$ cat src/design/pot_trim_scaler_macros.svh
// ----------------------------------------------------------------------------
// pot_trim_scaler_macros.svh
// Assertion shorthands used by the pot trim scaler sequencer (pts_ctrl).
// ----------------------------------------------------------------------------
`ifndef POT_TRIM_SCALER_MACROS_SVH
`define POT_TRIM_SCALER_MACROS_SVH

// Check a same-cycle implication on clk, quiet while rst_n is low.
`define PTS_ASSERT_HOLDS(label, ante, cons, msg) \
    label: assert property (@(posedge clk) disable iff (!rst_n) (ante) |-> (cons)) \
        else $error(msg);

// Check that the consequent holds in the cycle after the antecedent on clk, quiet while rst_n is low.
`define PTS_ASSERT_NEXT(label, ante, cons, msg) \
    label: assert property (@(posedge clk) disable iff (!rst_n) (ante) |=> (cons)) \
        else $error(msg);

`endif

$ cat src/design/pts_pkg.sv
// ----------------------------------------------------------------------------
// pts_pkg
// Types, codes and constants shared by the pot trim scaler modules.
// ----------------------------------------------------------------------------
package pts_pkg;

    localparam int NUM_POTS_DEF = 4;
    localparam int MAX_POTS     = 4;

    // Divider widths: (raw - min) * 6 stays within +-393210.
    localparam int DVD_W = 20;
    localparam int MAG_W = 19;
    localparam int DVS_W = 16;
    localparam int CNT_W = $clog2(MAG_W + 1);

    // Configuration register indexes (byte address = 4 * index).
    localparam logic [2:0] REG_RAW_CEILING   = 3'd0;
    localparam logic [2:0] REG_DESIRED_MIN   = 3'd1;
    localparam logic [2:0] REG_DESIRED_MAX   = 3'd2;
    localparam logic [2:0] REG_ABSOLUTE_MAX  = 3'd3;
    localparam logic [2:0] REG_DEF_MIN_TRIM  = 3'd4;
    localparam logic [2:0] REG_DEF_MAX_TRIM  = 3'd5;
    localparam logic [2:0] REG_DEF_FACTOR    = 3'd6;

    typedef enum logic [1:0] {
        OP_SAMPLE  = 2'd0,
        OP_MIN     = 2'd1,
        OP_MAX     = 2'd2,
        OP_FACTOR  = 2'd3
    } pts_op_t;

    typedef enum logic [1:0] {
        ST_IDLE,
        ST_EXEC,
        ST_WAIT,
        ST_DONE
    } pts_state_t;

    typedef struct packed {
        logic [15:0] raw_ceiling;
        logic [7:0]  desired_min;
        logic [7:0]  desired_max;
        logic [7:0]  absolute_max;
        logic [15:0] default_min_trim;
        logic [15:0] default_max_trim;
        logic [15:0] default_factor;
    } pts_cfg_t;

    // Controller to datapath strobes.
    typedef struct packed {
        logic load_item;
        logic exec;
        logic div_start;
        logic writeback;
        logic next_chan;
        logic load_out;
    } pts_ctl_t;

    // Datapath to controller status.
    typedef struct packed {
        logic need_div;
        logic last_chan;
        logic div_busy;
        logic div_done;
    } pts_sts_t;

endpackage

$ cat src/design/pot_trim_scaler.sv
// ----------------------------------------------------------------------------
// pot_trim_scaler
// Turns potentiometer charge-time captures into trimmed 8-bit stick readings.
// ----------------------------------------------------------------------------
// Each input word carries a command: a sample stores a channel's capture and,
// when the capture is not above the raw ceiling register, rescales it to
// ((raw - min) * 6) / factor + desired_min, capped at absolute_max and floored
// at zero; a capture above the ceiling only raises the channel's invalid flag.
// The calibration commands act on both channels of one stick: latch the stored
// captures as min or max trims, or recompute the factor from those trims.
// Every input word yields exactly one result word with all four readings and
// the status byte (invalid flags high nibble, buttons low nibble).
// One word is in flight at a time. The serial divider retires one quotient
// bit per cycle over 19 bits and is run once per sample and once per stick
// channel for a factor. A sample that needs no division (capture out of range,
// or a zero factor, which gives absolute_max) skips it, and a factor command
// skips the divider on a channel whose trims are not below the ceiling. The
// result sits in an output register, so the next word is accepted while a
// finished word still waits.
// Configuration goes through the APB-style port at byte address 4 * index;
// write registers only while the block is idle.
// ----------------------------------------------------------------------------
module pot_trim_scaler #(
    parameter int NUM_POTS = pts_pkg::NUM_POTS_DEF
) (
    input  logic        clk,
    input  logic        rst_n,
    // Configuration port
    input  logic        psel,
    input  logic        penable,
    input  logic        pwrite,
    input  logic [4:0]  paddr,
    input  logic [31:0] pwdata,
    output logic [31:0] prdata,
    output logic        pready,
    // Input words
    input  logic        item_valid,
    output logic        item_stall,
    input  logic [1:0]  cmd,
    input  logic [1:0]  channel,
    input  logic [15:0] raw_time,
    input  logic        stick,
    input  logic [3:0]  buttons,
    // Result words
    output logic        result_valid,
    input  logic        result_stall,
    output logic [7:0]  joy1_x,
    output logic [7:0]  joy1_y,
    output logic [7:0]  joy2_x,
    output logic [7:0]  joy2_y,
    output logic [7:0]  status_byte
);
    import pts_pkg::*;

    pts_cfg_t   cfg_reg;
    pts_ctl_t   ctl;
    pts_sts_t   sts;
    logic       wr_en;
    logic [2:0] reg_idx;

    // Registers sit on word boundaries; the low address bits are ignored.
    assign reg_idx = paddr[4:2];
    assign wr_en   = psel && penable && pwrite;
    assign pready  = 1'b1;

    always_ff @(posedge clk or negedge rst_n)
    begin
        if (!rst_n)
        begin
            cfg_reg.raw_ceiling      <= 16'd4000;
            cfg_reg.desired_min      <= 8'd8;
            cfg_reg.desired_max      <= 8'd247;
            cfg_reg.absolute_max     <= 8'd247;
            cfg_reg.default_min_trim <= 16'd0;
            cfg_reg.default_max_trim <= 16'd4000;
            cfg_reg.default_factor   <= 16'd100;
        end
        else if (wr_en)
        begin
            unique case (reg_idx)
                REG_RAW_CEILING:   cfg_reg.raw_ceiling      <= pwdata[15:0];
                REG_DESIRED_MIN:   cfg_reg.desired_min      <= pwdata[7:0];
                REG_DESIRED_MAX:   cfg_reg.desired_max      <= pwdata[7:0];
                REG_ABSOLUTE_MAX:  cfg_reg.absolute_max     <= pwdata[7:0];
                REG_DEF_MIN_TRIM:  cfg_reg.default_min_trim <= pwdata[15:0];
                REG_DEF_MAX_TRIM:  cfg_reg.default_max_trim <= pwdata[15:0];
                REG_DEF_FACTOR:    cfg_reg.default_factor   <= pwdata[15:0];
                default: ;  // drop writes past the register list
            endcase
        end
    end

    always_comb
    begin
        unique case (reg_idx)
            REG_RAW_CEILING:   prdata = {16'd0, cfg_reg.raw_ceiling};
            REG_DESIRED_MIN:   prdata = {24'd0, cfg_reg.desired_min};
            REG_DESIRED_MAX:   prdata = {24'd0, cfg_reg.desired_max};
            REG_ABSOLUTE_MAX:  prdata = {24'd0, cfg_reg.absolute_max};
            REG_DEF_MIN_TRIM:  prdata = {16'd0, cfg_reg.default_min_trim};
            REG_DEF_MAX_TRIM:  prdata = {16'd0, cfg_reg.default_max_trim};
            REG_DEF_FACTOR:    prdata = {16'd0, cfg_reg.default_factor};
            default:           prdata = 32'd0;
        endcase
    end

    // Sequencer: accepts a word, steps through its channels, hands off result.
    pts_ctrl u_ctrl (
        .clk       (clk),
        .rst_n     (rst_n),
        .in_valid  (item_valid),
        .in_stall  (item_stall),
        .out_valid (result_valid),
        .out_stall (result_stall),
        .ctl       (ctl),
        .sts       (sts)
    );

    // Stores, arithmetic, divider and the result register.
    pts_datapath #(
        .NUM_POTS (NUM_POTS)
    ) u_dp (
        .clk         (clk),
        .rst_n       (rst_n),
        .cfg         (cfg_reg),
        .cmd         (cmd),
        .channel     (channel),
        .raw_time    (raw_time),
        .stick       (stick),
        .buttons     (buttons),
        .ctl         (ctl),
        .sts         (sts),
        .joy1_x      (joy1_x),
        .joy1_y      (joy1_y),
        .joy2_x      (joy2_x),
        .joy2_y      (joy2_y),
        .status_byte (status_byte)
    );

endmodule

$ cat src/design/pts_divider.sv
// ----------------------------------------------------------------------------
// pts_divider
// Serial signed divider, one quotient bit per cycle, truncating toward zero.
// ----------------------------------------------------------------------------
module pts_divider (
    input  logic                              clk,
    input  logic                              rst_n,
    input  logic                              start,
    input  logic signed [pts_pkg::DVD_W-1:0]  dividend,
    input  logic signed [pts_pkg::DVS_W-1:0]  divisor,
    output logic                              busy,
    output logic                              done,
    output logic signed [pts_pkg::DVD_W-1:0]  quotient
);
    import pts_pkg::*;

    logic             busy_reg;
    logic             done_reg;
    logic [CNT_W-1:0] cnt_reg;
    logic [MAG_W-1:0] num_reg;
    logic [DVS_W-1:0] rem_reg;
    logic [DVS_W-1:0] den_reg;
    logic             neg_reg;

    logic [DVD_W-1:0] dvd_abs;
    logic [DVS_W-1:0] dvs_abs;
    logic [DVS_W:0]   trial;
    logic [DVS_W:0]   trial_sub;
    logic             fits;
    logic [DVD_W-1:0] q_mag;

    assign dvd_abs = dividend[DVD_W-1] ? DVD_W'(-dividend) : DVD_W'(dividend);
    assign dvs_abs = divisor[DVS_W-1] ? DVS_W'(-divisor) : DVS_W'(divisor);

    // Bring down the next dividend bit and try the subtract.
    assign trial     = {rem_reg, num_reg[MAG_W-1]};
    assign trial_sub = trial - {1'b0, den_reg};
    assign fits      = (trial >= {1'b0, den_reg});

    always_ff @(posedge clk or negedge rst_n)
    begin
        if (!rst_n)
        begin
            busy_reg <= 1'b0;
            done_reg <= 1'b0;
            cnt_reg  <= '0;
        end
        else
        begin
            done_reg <= 1'b0;
            if (start)
            begin
                busy_reg <= 1'b1;
                cnt_reg  <= CNT_W'(MAG_W);
            end
            else if (busy_reg)
            begin
                cnt_reg <= cnt_reg - 1'b1;
                if (cnt_reg == CNT_W'(1))
                begin
                    busy_reg <= 1'b0;
                    done_reg <= 1'b1;
                end
            end
        end
    end

    always_ff @(posedge clk)
    begin
        if (start)
        begin
            num_reg <= dvd_abs[MAG_W-1:0];
            den_reg <= dvs_abs;
            rem_reg <= '0;
            neg_reg <= dividend[DVD_W-1] ^ divisor[DVS_W-1];
        end
        else if (busy_reg)
        begin
            rem_reg <= fits ? trial_sub[DVS_W-1:0] : trial[DVS_W-1:0];
            num_reg <= {num_reg[MAG_W-2:0], fits};
        end
    end

    assign q_mag    = {{(DVD_W-MAG_W){1'b0}}, num_reg};
    assign quotient = neg_reg ? $signed(-q_mag) : $signed(q_mag);
    assign busy     = busy_reg;
    assign done     = done_reg;

endmodule

$ cat src/design/pts_datapath.sv
// ----------------------------------------------------------------------------
// pts_datapath
// Per-pot stores, trim selection, operand setup, writeback and result word.
// ----------------------------------------------------------------------------
module pts_datapath #(
    parameter int NUM_POTS = pts_pkg::NUM_POTS_DEF
) (
    input  logic              clk,
    input  logic              rst_n,
    input  pts_pkg::pts_cfg_t cfg,
    input  logic [1:0]        cmd,
    input  logic [1:0]        channel,
    input  logic [15:0]       raw_time,
    input  logic              stick,
    input  logic [3:0]        buttons,
    input  pts_pkg::pts_ctl_t ctl,
    output pts_pkg::pts_sts_t sts,
    output logic [7:0]        joy1_x,
    output logic [7:0]        joy1_y,
    output logic [7:0]        joy2_x,
    output logic [7:0]        joy2_y,
    output logic [7:0]        status_byte
);
    import pts_pkg::*;

    localparam int         IDX_W   = $clog2(NUM_POTS);
    localparam logic [2:0] POTS_W3 = 3'(NUM_POTS);

    // Item held for the whole operation.
    pts_op_t     op_reg;
    logic [15:0] raw_reg;
    logic [3:0]  btn_reg;
    logic [1:0]  idx_reg;

    // Per-pot state.
    logic [15:0]         cap_reg [NUM_POTS];
    logic [15:0]         min_reg [NUM_POTS];
    logic [15:0]         max_reg [NUM_POTS];
    logic [15:0]         fac_reg [NUM_POTS];
    logic [2:0]          tw_reg  [NUM_POTS];
    logic [7:0]          pot_reg [NUM_POTS];
    logic [NUM_POTS-1:0] inv_reg;

    // Result word.
    logic [7:0] out_pot_reg [MAX_POTS];
    logic [7:0] out_stat_reg;

    logic                    present;
    logic [IDX_W-1:0]        ix;
    logic [15:0]             eff_min;
    logic [15:0]             eff_max;
    logic signed [15:0]      eff_fac;
    logic                    raw_ok;
    logic                    fac_zero;
    logic                    trims_ok;
    logic signed [9:0]       den;
    logic [15:0]             top_val;
    logic signed [16:0]      diff;
    logic signed [DVD_W-1:0] diff_ext;
    logic signed [DVD_W-1:0] dvd;
    logic signed [DVS_W-1:0] dvs;
    logic                    need_div;
    logic                    div_busy;
    logic                    div_done;
    logic signed [DVD_W-1:0] quot;
    logic signed [DVD_W:0]   samp_sum;
    logic [7:0]              samp_val;
    logic [15:0]             fac_sat;
    logic [7:0]              snap_pot [MAX_POTS];
    logic [MAX_POTS-1:0]     snap_inv;

    assign present = ({1'b0, idx_reg} < POTS_W3);
    assign ix      = present ? idx_reg[IDX_W-1:0] : '0;

    // Fall back to the default registers until a trim is latched.
    assign eff_min = tw_reg[ix][0] ? min_reg[ix] : cfg.default_min_trim;
    assign eff_max = tw_reg[ix][1] ? max_reg[ix] : cfg.default_max_trim;
    assign eff_fac = tw_reg[ix][2] ? $signed(fac_reg[ix]) : $signed(cfg.default_factor);

    assign raw_ok   = (raw_reg <= cfg.raw_ceiling);
    assign fac_zero = (eff_fac == 16'sd0);
    assign trims_ok = (eff_max < cfg.raw_ceiling) && (eff_min < cfg.raw_ceiling);
    assign den      = $signed({2'b00, cfg.desired_max}) - $signed({2'b00, cfg.desired_min})
                      + 10'sd1;

    // Dividend is (raw - min) * 6 for a sample, (max - min) * 6 for a factor.
    assign top_val  = (op_reg == OP_SAMPLE) ? raw_reg : eff_max;
    assign diff     = $signed({1'b0, top_val}) - $signed({1'b0, eff_min});
    assign diff_ext = DVD_W'(diff);
    assign dvd      = (diff_ext <<< 2) + (diff_ext <<< 1);
    assign dvs      = (op_reg == OP_SAMPLE) ? eff_fac : DVS_W'(den);

    always_comb
    begin
        unique case (op_reg)
            OP_SAMPLE: need_div = present && raw_ok && !fac_zero;
            OP_FACTOR: need_div = present && trims_ok && (den != 10'sd0);
            OP_MIN,
            OP_MAX:    need_div = 1'b0;
        endcase
    end

    pts_divider u_div (
        .clk      (clk),
        .rst_n    (rst_n),
        .start    (ctl.div_start),
        .dividend (dvd),
        .divisor  (dvs),
        .busy     (div_busy),
        .done     (div_done),
        .quotient (quot)
    );

    // Sample writeback: add the offset, cap at absolute_max, floor at zero.
    assign samp_sum = DVD_W'(quot) + $signed({{(DVD_W-7){1'b0}}, cfg.desired_min});

    always_comb
    begin
        priority if (samp_sum > $signed({{(DVD_W-7){1'b0}}, cfg.absolute_max}))
            samp_val = cfg.absolute_max;
        else if (samp_sum < 0)
            samp_val = 8'd0;
        else
            samp_val = samp_sum[7:0];
    end

    // Factor writeback: saturate to 16-bit signed.
    always_comb
    begin
        priority if (quot > 20'sd32767)
            fac_sat = 16'h7FFF;
        else if (quot < -20'sd32768)
            fac_sat = 16'h8000;
        else
            fac_sat = quot[15:0];
    end

    always_ff @(posedge clk)
    begin
        if (ctl.load_item)
        begin
            op_reg  <= pts_op_t'(cmd);
            raw_reg <= raw_time;
            btn_reg <= buttons;
            idx_reg <= (pts_op_t'(cmd) == OP_SAMPLE) ? channel : {stick, 1'b0};
        end
        else if (ctl.next_chan)
        begin
            idx_reg <= {idx_reg[1], 1'b1};
        end
    end

    // Trims and factors need no reset: the written bits mask them.
    always_ff @(posedge clk)
    begin
        if (ctl.exec && present && (op_reg == OP_MIN))
            min_reg[ix] <= cap_reg[ix];
        if (ctl.exec && present && (op_reg == OP_MAX))
            max_reg[ix] <= cap_reg[ix];
        if (ctl.writeback && (op_reg == OP_FACTOR))
            fac_reg[ix] <= fac_sat;
    end

    always_ff @(posedge clk or negedge rst_n)
    begin
        if (!rst_n)
        begin
            for (int i = 0; i < NUM_POTS; i++)
            begin
                cap_reg[i] <= '0;
                tw_reg[i]  <= '0;
                pot_reg[i] <= '0;
            end
            inv_reg <= '0;
        end
        else
        begin
            if (ctl.exec && present)
            begin
                unique case (op_reg)
                    OP_SAMPLE:
                    begin
                        cap_reg[ix] <= raw_reg;
                        if (!raw_ok)
                        begin
                            inv_reg[ix] <= 1'b1;
                        end
                        else if (fac_zero)
                        begin
                            pot_reg[ix] <= cfg.absolute_max;
                            inv_reg[ix] <= 1'b0;
                        end
                    end
                    OP_MIN:    tw_reg[ix][0] <= 1'b1;
                    OP_MAX:    tw_reg[ix][1] <= 1'b1;
                    OP_FACTOR: ;
                endcase
            end
            if (ctl.writeback)
            begin
                if (op_reg == OP_SAMPLE)
                begin
                    pot_reg[ix] <= samp_val;
                    inv_reg[ix] <= 1'b0;
                end
                else
                begin
                    tw_reg[ix][2] <= 1'b1;
                end
            end
        end
    end

    // Report absent pots as zero.
    for (genvar g = 0; g < MAX_POTS; g++)
    begin : g_snap
        if (g < NUM_POTS)
        begin : g_on
            assign snap_pot[g] = pot_reg[g];
            assign snap_inv[g] = inv_reg[g];
        end
        else
        begin : g_off
            assign snap_pot[g] = '0;
            assign snap_inv[g] = 1'b0;
        end
    end

    always_ff @(posedge clk)
    begin
        if (ctl.load_out)
        begin
            for (int i = 0; i < MAX_POTS; i++)
                out_pot_reg[i] <= snap_pot[i];
            out_stat_reg <= {snap_inv, btn_reg};
        end
    end

    assign sts.need_div  = need_div;
    assign sts.last_chan = (op_reg == OP_SAMPLE) || idx_reg[0];
    assign sts.div_busy  = div_busy;
    assign sts.div_done  = div_done;

    assign joy1_x      = out_pot_reg[0];
    assign joy1_y      = out_pot_reg[1];
    assign joy2_x      = out_pot_reg[2];
    assign joy2_y      = out_pot_reg[3];
    assign status_byte = out_stat_reg;

endmodule

$ cat src/design/pts_ctrl.sv
// ----------------------------------------------------------------------------
// pts_ctrl
// Sequencer for one item: execute, wait on the divider, hand off the word.
// ----------------------------------------------------------------------------
`include "pot_trim_scaler_macros.svh"

module pts_ctrl (
    input  logic              clk,
    input  logic              rst_n,
    input  logic              in_valid,
    output logic              in_stall,
    output logic              out_valid,
    input  logic              out_stall,
    output pts_pkg::pts_ctl_t ctl,
    input  pts_pkg::pts_sts_t sts
);
    import pts_pkg::*;

    pts_state_t state_reg;
    pts_state_t state_next;
    logic       out_valid_reg;
    logic       out_valid_next;

    always_ff @(posedge clk or negedge rst_n)
    begin
        if (!rst_n)
        begin
            state_reg     <= ST_IDLE;
            out_valid_reg <= 1'b0;
        end
        else
        begin
            state_reg     <= state_next;
            out_valid_reg <= out_valid_next;
        end
    end

    always_comb
    begin
        state_next     = state_reg;
        ctl            = '0;
        out_valid_next = out_valid_reg && out_stall;
        unique case (state_reg)
            ST_IDLE:
            begin
                if (in_valid)
                begin
                    ctl.load_item = 1'b1;
                    state_next    = ST_EXEC;
                end
            end
            ST_EXEC:
            begin
                ctl.exec = 1'b1;
                if (sts.need_div)
                begin
                    ctl.div_start = 1'b1;
                    state_next    = ST_WAIT;
                end
                else if (sts.last_chan)
                begin
                    state_next = ST_DONE;
                end
                else
                begin
                    ctl.next_chan = 1'b1;
                end
            end
            ST_WAIT:
            begin
                if (sts.div_done)
                begin
                    ctl.writeback = 1'b1;
                    if (sts.last_chan)
                    begin
                        state_next = ST_DONE;
                    end
                    else
                    begin
                        ctl.next_chan = 1'b1;
                        state_next    = ST_EXEC;
                    end
                end
            end
            ST_DONE:
            begin
                // Hold until the output register is free or being drained.
                if (!out_valid_reg || !out_stall)
                begin
                    ctl.load_out   = 1'b1;
                    out_valid_next = 1'b1;
                    state_next     = ST_IDLE;
                end
            end
        endcase
    end

    assign in_stall  = (state_reg != ST_IDLE);
    assign out_valid = out_valid_reg;

    `PTS_ASSERT_HOLDS(a_no_overwrite, ctl.load_out, !(out_valid_reg && out_stall), "result word overwritten while stalled")
    `PTS_ASSERT_NEXT(a_accept_exec, in_valid && !in_stall, state_reg == ST_EXEC, "accepted word not executed")
    `PTS_ASSERT_HOLDS(a_wait_div, state_reg == ST_WAIT, sts.div_busy || sts.div_done, "waiting on an idle divider")
    `PTS_ASSERT_NEXT(a_div_runs, ctl.div_start, sts.div_busy, "divider did not start")

endmodule
$ cat config.mk
export PLATFORM = sky130hd
export DESIGN_NAME = pot_trim_scaler
export DESIGN_NICKNAME = d
export VERILOG_FILES = /design/src/design/pts_pkg.sv /design/src/design/pot_trim_scaler.sv /design/src/design/pts_divider.sv /design/src/design/pts_datapath.sv /design/src/design/pts_ctrl.sv
export VERILOG_INCLUDE_DIRS = /design/src /design/src/design
export SDC_FILE = /design/constraint.sdc
export NUM_CORES = 1
export LEC_CHECK = 0
export BUFFER_PORTS_ARGS = -buffer_cell sky130_fd_sc_hd__buf_4
export CAP_MARGIN = 10
export CORE_MARGIN = 2
export CORE_UTILIZATION = 30
export DETAILED_ROUTE_END_ITERATION = 10
export SLEW_MARGIN = 20
export SYNTH_ARGS = -nofsm -noshare
export SYNTH_HDL_FRONTEND = slang
export SYNTH_SLANG_ARGS = --single-unit
export TNS_END_PERCENT = 1
$ cat constraint.sdc
create_clock -name clk -period 6.82 [get_ports clk]
set_input_delay 0.682 -clock clk [delete_from_list [all_inputs] [get_ports clk]]
set_output_delay 0.682 -clock clk [all_outputs]
set_load 0.05 [all_outputs]
==> results of run 1 <==
## per-layer routing
layer,vias up,routed length (um),global-route usage (%)
met5,-,25,0
met4,4,1570,3.98
met3,94,3670,2.43
met2,462,34800,25.4
met1,9225,35400,22.7
li1,8677,-,-
## worst paths after layout
check                                startpoint                endpoint  cells past startpoint
worst max-delay path            u_dp.idx_reg[0]  u_dp.u_div.num_reg[17]                     21
worst min-delay path                      rst_n             cfg_reg[14]                      1
worst max register to register  u_dp.idx_reg[0]  u_dp.u_div.num_reg[17]                     21
worst min register to register  u_dp.btn_reg[3]     u_dp.status_byte[3]                      0
max in group asynchronous                 rst_n        u_dp.pot_reg[22]                      2
min in group clk                    raw_time[5]         u_dp.raw_reg[5]                      1
## cells in the mapped netlist (all sizes together), types with 37 or more instances
cell type  instances
nor2             129
buf               54
xnor2             71
mux2i             95
mux2             132
edfxtp           292
inv              109
a21oi             83
nand2            266
o21ai            104
mux4              70
dfrtp            180
ha               131
clkbuf            53
nor3              37
o22ai             39
## stage by stage
stage | total power, uW | hold slack (ns) | setup slack [ns] | instances | utilization (%)
finish | 17200 | 0.119 | 0.492 | 3644 | 34.6
global route | 18500 | 0.202 | 0.0422 | 3641 | 34.6
CTS | 17200 | 0.159 | 0.385 | 3638 | 34.5
detailed placement | 14200 | 0.414 | 0.436 | 3540 | 32.6
global placement | 14100 | 0.402 | 0.498 | 3539 | 32.6
floorplan | 12000 | 0.386 | 0.181 | 2309 | -
## worst reg2reg max path, stage by stage (launching register included)
cell and delay (ns):
edfxtp_1 0.48, buf_4 0.27, mux4_2 0.56, mux2_2 0.30, mux2_2 0.29, fa_1 0.47, a211oi_2 0.32, o211ai_1 0.21
a211oi_1 0.27, o31ai_1 0.10, and2_1 0.16, o21a_1 0.18, o21ai_0 0.33, nor2b_1 0.21, xnor2_1 0.20, ha_1 0.34
and3_1 0.19, a211o_1 0.29, xnor2_1 0.19, o41ai_1 0.45, xor2_1 0.18, a21oi_1 0.09
## cell type report
cell class,count,area share (%)
diodes,3,0.0238
clock buffers,70,4.63
inverters,109,1.30
multi-input cells,1575,39.1
repair buffers,155,3.81
flip-flops and latches,518,45.5
clock inverters,28,0.887
well taps,1186,4.70
## power by group
part	total (uW)	switching [uW]	internal, uW	leakage [uW]
Clock	2930	1260	1670	0.000850
Sequential	4800	557	4250	0.00544
Combinational	9450	5540	3920	0.00648
## logic make-up after synthesis
logic type,Yosys count,share of synthesized area (%)
AO/OA/AOI/OAI,415,9.82
other,2,0.0273
flip-flops,518,52.2
buffers and inverters,216,3.33
XOR/XNOR,99,3.25
AND/OR/NAND/NOR,611,10.4
multiplexers,297,14.7
adder cells (fa/ha/maj),136,6.31
## repair_timing
| action | 4_1_cts | 5_1_grt |
|---|---|---|
| resized for setup | 0 | 2 |
| setup buffers | 0 | 3 |
| endpoints found under the setup margin | 0 | 2 |
==> results.py, run 1 <==
metrics = {
    "run_status": {
        "outcome": "finished clean",
    },
    "floorplanning": {
        "start_util_pct": 30.1,
        "die_w_um": 307,
        "die-area_mm2": 0.0943,
        "die_h_um": 307,
        "pin_count": 144,
        "rows": 111,
        "coreArea_mm2": 0.0914,
    },
    "yosys": {
        "synth_enable_flop_cells": 292,
        "synth_top_cell_by_area": "edfxtp_1",
        "synth.top_cell.area_share_pct": 31.8,
        "synth_cells": 2294,
        "synth.avg_cell_area_um2": 12.0,
        "synth_flop_cell": "edfxtp_1",
        "synthTopCellsByArea": "edfxtp_1 (32%), dfrtp_1 (16%), ha_1 (5.9%)",
        "syn-cell-area_mm2": 0.0275,
        "yosysWarnings": 0,
        "ys_seq_area_share_pct": 52.2,
        "synth.ff_latch_count": 518,
        "synth_cell_types": 85,
        "async_flop_share_pct": 40.5,
    },
    "place": {
        "dp_hpwl_mm": 55.4,
        "port_buffers": 108,
        "place.gp.congestion": 0.890,
        "placed_cell_area_mm2": 0.0298,
    },
    "timing": {
        "worst_pin_slew_ns": 1.03,
        "finalCritPeriodShare_pct": 92.8,
        "relSlewSlack_pct": 30.8,
        "finalSetupViolations": 0,
        "fin_tns_setup_ns": 0,
        "slew_viol_final": 0,
        "clock_skew_ns": 0.0261,
        "period_needed_ns": 6.33,
        "finalHoldViolCount": 0,
        "fmax_mhz": 158,
        "rsz0062_at_grt": "false",
    },
    "cells_and_area": {
        "layout_common_cells": "edfxtp_1 (292), nand2_1 (266), dfrtp_1 (180), buf_4 (151), mux2_2 (132)",
        "layout_commonest_cell": "edfxtp_1",
        "largest_reg_flops": 88,
        "num-nets-final": 2616,
        "area_delta_synth_final_pct": 14.7,
        "regArea_mm2": 0.0144,
        "multi_input_area_mm2": 0.0124,
        "stdcell_area_mm2": 0.0316,
        "n_fill_cell": 9072,
        "layout-drive-gt1-share_pct": 20.9,
    },
    "worst_setup_path": {
        "critPathKind": "reg2reg",
        "crit_chain": "buf_4 > mux4_2 > mux2_2 > mux2_2 > fa_1 > a211oi_2 > o211ai_1 > a211oi_1 > o31ai_1 > and2_1 > o21a_1 > o21ai_0 > nor2b_1 > xnor2_1 > ha_1 > and3_1 > a211o_1 > xnor2_1 > o41ai_1 > xor2_1 > a21oi_1",
        "rrSetupSlack_ns": 0.49,
        "startpoint_type": "flop",
        "cp.arrival_ns": 6.68,
        "end_kind": "flop",
        "cpPeakStageDelay_ns": 0.56,
        "crit_family": "compound AO/OA/AOI/OAI gates",
        "path_max_fanout": 8,
        "cpMaxStageDelayCell": "mux4_2",
        "cp.required_ns": 7.17,
        "path_buf_inv": 1,
    },
    "detailed_routing": {
        "drt_iter0_markers": 1447,
        "wl_per_cell_um": 20.7,
        "wirelength_mm": 75.5,
        "drc": 0,
        "dr_total_vias": 18500,
        "dr.pass1.iters": 5,
        "vias_per_cell": 5.07,
        "ant_nets": 0,
    },
    "cts": {
        "clk_path_buf_depth": 3,
        "clkLatencyLatePin_ns": 0.63,
        "cts_root_buffer": "clkbuf_16",
        "htree_num_levels": 2,
        "cts.clk_slew.worst_paths_ns": 0.07,
        "numCtsBuffers": 52,
        "cts_sinks": 518,
        "cts_tree": "done",
        "cts_hold_buf": 0,
    },
    "global_routing": {
        "grt_max_degree": 113,
        "antenna_found_initial": 4,
        "grt_pass1_vias": 18300,
        "overflow": 0,
        "track_usage_pct": 15.9,
        "grt_pass1_wl_mm": 114,
    },
    "pwr": {
        "power_density_mw_per_mm2": 544,
        "vdd_drop_max_mv": 0.539,
        "p_leak_uw": 0.0128,
    },
    "run": {
        "drv_cap": 0,
    },
    "worst_hold_path": {
        "hold_class": "in2async",
    },
}
(Power assumes the default switching activity.)
==> inputs of run 2 (changes only) <==
--- a/config.mk
+++ b/config.mk
@@ -8,7 +8,7 @@
 export LEC_CHECK = 0
 export BUFFER_PORTS_ARGS = -buffer_cell sky130_fd_sc_hd__buf_4
 export CAP_MARGIN = 10
-export CORE_MARGIN = 2
+export CORE_MARGIN = 10
 export CORE_UTILIZATION = 30
 export DETAILED_ROUTE_END_ITERATION = 10
 export SLEW_MARGIN = 20
==> results.py, run 2 (synthesis results as in run 1) <==
metrics = {
    "run_status": {
        "outcome": "finished clean",
    },
    "global_routing": {
        "grt_max_degree": 130,
        "overflow": 0,
        "track_usage_pct": 14.3,
        "grt_pass1_vias": 18400,
        "antenna_found_initial": 1,
        "grt_pass1_wl_mm": 115,
    },
    "worst_hold_path": {
        "hold_class": "in2async",
    },
    "timing": {
        "finalCritPeriodShare_pct": 92.6,
        "rsz0062_at_grt": "false",
        "setup_slack_ns": 0.503,
        "finalHoldViolCount": 0,
        "finalSetupViolations": 0,
        "hold_slack_ns": 0.0270,
        "worst_pin_slew_ns": 1.18,
        "fin_tns_setup_ns": 0,
        "clock_skew_ns": 0.0420,
        "period_needed_ns": 6.32,
        "fmax_mhz": 158,
        "slew_viol_final": 0,
        "relSlewSlack_pct": 21.3,
    },
    "detailed_routing": {
        "dr.pass1.iters": 5,
        "drt_iter0_markers": 1750,
        "wirelength_mm": 75.8,
        "dr_total_vias": 18600,
        "ant_nets": 0,
        "vias_per_cell": 5.10,
        "wl_per_cell_um": 20.8,
        "drc": 0,
    },
    "cells_and_area": {
        "num-nets-final": 2614,
        "n_fill_cell": 9035,
        "area_delta_synth_final_pct": 14.6,
        "largest_reg_flops": 88,
        "layout_common_cells": "edfxtp_1 (292), nand2_1 (266), dfrtp_1 (180), buf_4 (148), mux2_2 (132)",
        "layout_commonest_cell": "edfxtp_1",
        "stdcell_area_mm2": 0.0316,
        "layout-drive-gt1-share_pct": 21.0,
    },
    "cts": {
        "clkLatencyLatePin_ns": 0.64,
        "cts_tree": "done",
        "cts_sinks": 518,
        "clk_path_buf_depth": 3,
        "cts_root_buffer": "clkbuf_16",
        "htree_num_levels": 2,
        "cts.clk_slew.worst_paths_ns": 0.07,
        "cts_hold_buf": 0,
        "numCtsBuffers": 52,
    },
    "worst_setup_path": {
        "startpoint_type": "flop",
        "path_max_fanout": 11,
        "cp.arrival_ns": 6.68,
        "rrSetupSlack_ns": 0.50,
        "critPathKind": "reg2reg",
        "end_kind": "flop",
        "r2r-start": "u_dp.idx_reg[0]",
        "reg2regPathDepth": 21,
        "cp.required_ns": 7.19,
        "worstSetupStartpoint": "u_dp.idx_reg[0]",
        "rr_endpoint": "u_dp.u_div.num_reg[17]",
    },
    "run": {
        "drv_cap": 0,
    },
    "floorplanning": {
        "pin_count": 144,
        "start_util_pct": 30.1,
        "coreArea_mm2": 0.0914,
        "die_h_um": 323,
        "die-area_mm2": 0.104,
        "die_w_um": 323,
        "rows": 111,
    },
    "pwr": {
        "power_uw": 17500,
        "power_density_mw_per_mm2": 555,
        "vdd_drop_max_mv": 0.672,
        "p_leak_uw": 0.0128,
    },
    "place": {
        "port_buffers": 108,
        "place.gp.congestion": 0.898,
        "placed_cell_area_mm2": 0.0298,
        "dp_hpwl_mm": 55.9,
        "dpl_worst_slack_ns": 0.378,
    },
}
-- run 2: worst max-delay path by stage --
stage | end | slack [ns] | cells after the start
floorplan | u_dp.u_div.num_reg[18] | 0.18 | 27
global placement | u_dp.u_div.num_reg[18] | 0.45 | 22
detailed placement | u_dp.u_div.num_reg[18] | 0.38 | 22
CTS | u_dp.u_div.num_reg[18] | 0.37 | 22
global route | u_dp.u_div.num_reg[18] | 0.009 | 26
finish | u_dp.u_div.num_reg[17] | 0.50 | 21
-- run 2: through the flow --
stage	util (%)	cells
detailed placement	32.6	3540
finish	34.5	3640
global route	34.5	3639
floorplan	-	2309
CTS	34.5	3638
global placement	32.6	3540
-- run 2: cell type report --
class                   instances  area [um^2]  area share (%)
diodes                          1         2.50         0.00793
clock buffers                  70         1420            4.51
clock inverters                28          313           0.991
inverters                     109          409            1.30
multi-input cells            1575        12400            39.2
flip-flops and latches        518        14400            45.6
well taps                    1186         1480            4.70
repair buffers                153         1190            3.77
-- run 2: per-layer routing --
| metal | up-vias | part of all wire, % | global-route usage [%] |
|---|---|---|---|
| met5 | - | 0.015 | 0 |
| met4 | 2 | 2.1 | 3.65 |
| met3 | 84 | 7.0 | 2.92 |
| met2 | 585 | 45 | 22.2 |
| met1 | 9228 | 46 | 20.2 |
| li1 | 8666 | - | - |
-- run 2: worst max-delay path: stages (launching register included) --
cell      delay, ns
edfxtp_1       0.44
mux4_2         0.73
buf_4          0.26
mux2_2         0.30
mux2_2         0.26
ha_1           0.37
a21oi_1        0.24
o211ai_1       0.20
a211oi_1       0.29
o31ai_1        0.11
and2_1         0.17
o21a_1         0.18
o21ai_1        0.23
nor2b_1        0.20
xnor2_1        0.18
ha_1           0.33
and3_1         0.20
a211o_1        0.28
xnor2_1        0.20
o41ai_1        0.43
xor2_1         0.33
a21oi_1        0.12
-- run 2: power breakdown --
| part | internal (uW) | total (uW) | switching, uW |
|---|---|---|---|
| logic | 3920 | 9800 | 5880 |
| registers | 4240 | 4790 | 551 |
| clock network | 1640 | 2930 | 1290 |
-- run 2: what timing repair did --
item                       in CTS  in global routing
gates resized for setup         0                  5
setup endpoints to repair       0                  2
setup buffers                   0                  0
==> inputs of run 3 (changes only) <==
--- a/config.mk
+++ b/config.mk
@@ -6,6 +6,7 @@
 export SDC_FILE = /design/constraint.sdc
 export NUM_CORES = 1
 export LEC_CHECK = 0
+export ABC_AREA = 1
 export BUFFER_PORTS_ARGS = -buffer_cell sky130_fd_sc_hd__buf_4
 export CAP_MARGIN = 10
 export CORE_MARGIN = 10
==> results.py, run 3 <==
metrics = {
    "timing": {
        "rsz0062_at_grt": "false",
        "slew_viol_final": 0,
        "finalHoldViolCount": 0,
        "worst_pin_slew_ns": 1.16,
        "finalCritPeriodShare_pct": 91.3,
        "clock_skew_ns": 0.0518,
        "setup_slack_ns": 0.591,
        "relSlewSlack_pct": 21.9,
        "finalSetupViolations": 0,
        "period_needed_ns": 6.23,
        "fin_tns_setup_ns": 0,
        "fmax_mhz": 161,
    },
    "floorplanning": {
        "pin_count": 144,
        "start_util_pct": 30.2,
        "die_w_um": 324,
        "die-area_mm2": 0.105,
        "coreArea_mm2": 0.0915,
        "die_h_um": 324,
        "rows": 111,
    },
    "cells_and_area": {
        "area_delta_synth_final_pct": 15.0,
        "layout_common_cells": "nand2_1 (809), inv_1 (316), edfxtp_1 (292), o21ai_0 (256), nor2_1 (183)",
        "largest_reg_flops": 88,
        "layout-drive-gt1-share_pct": 10.6,
        "layout_commonest_cell": "nand2_1",
        "final_cell_count_no_fill": 4428,
        "num-nets-final": 3398,
        "stdcell_area_mm2": 0.0318,
    },
    "global_routing": {
        "grt_pass1_wl_mm": 128,
        "overflow": 0,
        "grt_pass1_vias": 21100,
        "antenna_found_initial": 3,
        "grt_max_degree": 115,
        "track_usage_pct": 16.0,
    },
    "cts": {
        "cts_resized": 0,
        "numCtsBuffers": 56,
        "postCtsSetupBuffers": 0,
        "cts_root_buffer": "clkbuf_16",
        "cts_sinks": 518,
        "clk_path_buf_depth": 3,
        "cts_hold_buf": 0,
        "cts.clk_slew.worst_paths_ns": 0.06,
        "clkLatencyLatePin_ns": 0.65,
        "htree_num_levels": 2,
        "cts_tree": "done",
    },
    "worst_setup_path": {
        "end_kind": "flop",
        "path_max_fanout": 20,
        "cpMaxStageDelayCell": "edfxtp_1",
        "critPathKind": "reg2reg",
        "cp.arrival_ns": 6.59,
        "crit_path_frequent_cell": "nand2_1",
        "reg2regPathDepth": 35,
        "rrSetupSlack_ns": 0.59,
        "cpPeakStageDelay_ns": 0.61,
        "r2r-start": "u_dp.idx_reg[1]",
        "cp.required_ns": 7.18,
        "rr_endpoint": "u_dp.u_div.num_reg[18]",
        "startpoint_type": "flop",
    },
    "yosys": {
        "yosysWarnings": 0,
        "yosysMostFrequentCell": "nand2_1",
        "synth.top_cell.area_share_pct": 31.7,
        "async_flop_share_pct": 40.5,
        "ys_seq_area_share_pct": 52.0,
        "synthTopCellsByArea": "edfxtp_1 (32%), dfrtp_1 (16%), nand2_1 (11%)",
        "synth_top_family_by_area": "simple AND/OR/NAND/NOR gates",
        "synth_enable_flop_cells": 292,
        "synth_compound_area_share_pct": 14.3,
        "synth_cell_types": 62,
        "synthMuxAreaShare_pct": 0,
        "synthTopCellsByCount": "nand2_1 (810), inv_1 (316), edfxtp_1 (292)",
        "synth_top_cell_by_area": "edfxtp_1",
        "synth.avg_cell_area_um2": 8.97,
        "synthAdderAreaFrac_pct": 6.29,
        "synth.ff_latch_count": 518,
        "synth_xor_area_share_pct": 2.31,
        "synth-simple-area-share_pct": 18.6,
        "syn-cell-area_mm2": 0.0276,
        "synth_cells": 3081,
        "synth_flop_cell": "edfxtp_1",
    },
    "detailed_routing": {
        "vias_per_cell": 4.98,
        "dr.pass1.iters": 6,
        "wirelength_mm": 85.2,
        "top_layer_used": "met5",
        "wl_met3_mm": 9.08,
        "route.met2.wl_mm": 36.2,
        "drt_iter0_markers": 2062,
        "dr_total_vias": 22000,
        "ant_nets": 0,
        "wl_met1_mm": 37.3,
        "drc": 0,
        "wl_per_cell_um": 19.2,
    },
    "place": {
        "place_inst": 4321,
        "placed_cell_area_mm2": 0.0299,
        "port_buffers": 108,
        "dpl_worst_slack_ns": 0.757,
        "dp_hpwl_mm": 62.3,
        "place.gp.congestion": 0.916,
    },
    "run": {
        "drv_cap": 0,
    },
    "worst_hold_path": {
        "hold_class": "in2async",
    },
    "run_status": {
        "outcome": "finished clean",
    },
}
-- run 3: cell types whose count changed after synthesis, sizes merged, moves of 23 or more --
cell,change
nand2,+552
inv,+216
o21ai,+196
mux2,-132
nand3,+107
mux2i,-95
a21oi,+92
a22oi,+72
nor2,+72
mux4,-70
xnor2,-48
nand4,+31
nor2b,-27
xor2,+23
-- run 3: worst max-delay path: cells and delay by family (launching register included) --
family / cells / cell delay [ns]
flip-flops: 1 / 0.61
AO/OA/AOI/OAI: 7 / 1.29
XOR/XNOR: 1 / 0.16
AND/OR/NAND/NOR: 18 / 1.90
buffers and inverters: 7 / 1.22
adder cells (fa/ha/maj): 2 / 0.73
-- run 3: layer usage --
layer,global-route usage (%),up-vias
met1,21.2,10300
met3,5.18,154
li1,-,10700
met2,24.5,842
met5,0,-
met4,5.04,4
-- run 3: stage by stage --
stage / utilization, % / hold WS, ns
floorplan: - / 0.386
global placement: 32.7 / 0.431
detailed placement: 32.7 / 0.443
CTS: 34.7 / 0.178
global route: 34.7 / 0.190
finish: 34.7 / 0.0872
-- run 3: cell families after synthesis --
logic type,Yosys count
compound gates,675
xor+xnor,73
fa+ha+maj,136
buf+inv,442
flops,518
other cells,2
simple gates,1235
-- run 3: how the worst max path moves through the flow --
stage	start	endpoint	slack, ns	cells past startpoint
after floorplan	u_dp.idx_reg[0]	u_dp.u_div.num_reg[18]	1.69	35
after global routing	u_dp.idx_reg[1]	u_dp.u_div.num_reg[18]	0.01	31
after global placement	u_dp.idx_reg[1]	u_dp.u_div.num_reg[18]	0.80	35
after CTS	u_dp.idx_reg[1]	u_dp.u_div.num_reg[18]	0.68	35
after detailed placement	u_dp.idx_reg[1]	u_dp.u_div.num_reg[18]	0.76	35
final	u_dp.idx_reg[1]	u_dp.u_div.num_reg[18]	0.59	35
-- run 3: area by class of cell --
class	instances	area (um^2)
Multi-Input combinational cell	2136	11600
Clock inverter	25	337
Inverter	326	1220
Timing Repair Buffer	155	1220
Antenna cell	2	5.00
Sequential cell	518	14400
Tap cell	1186	1480
Clock buffer	80	1550
Fill cell	9316	59700
Power of run 3 is left out: the tool's default activity adds up to more than one toggle a clock period on the data nets, which glitch-free logic cannot reach.
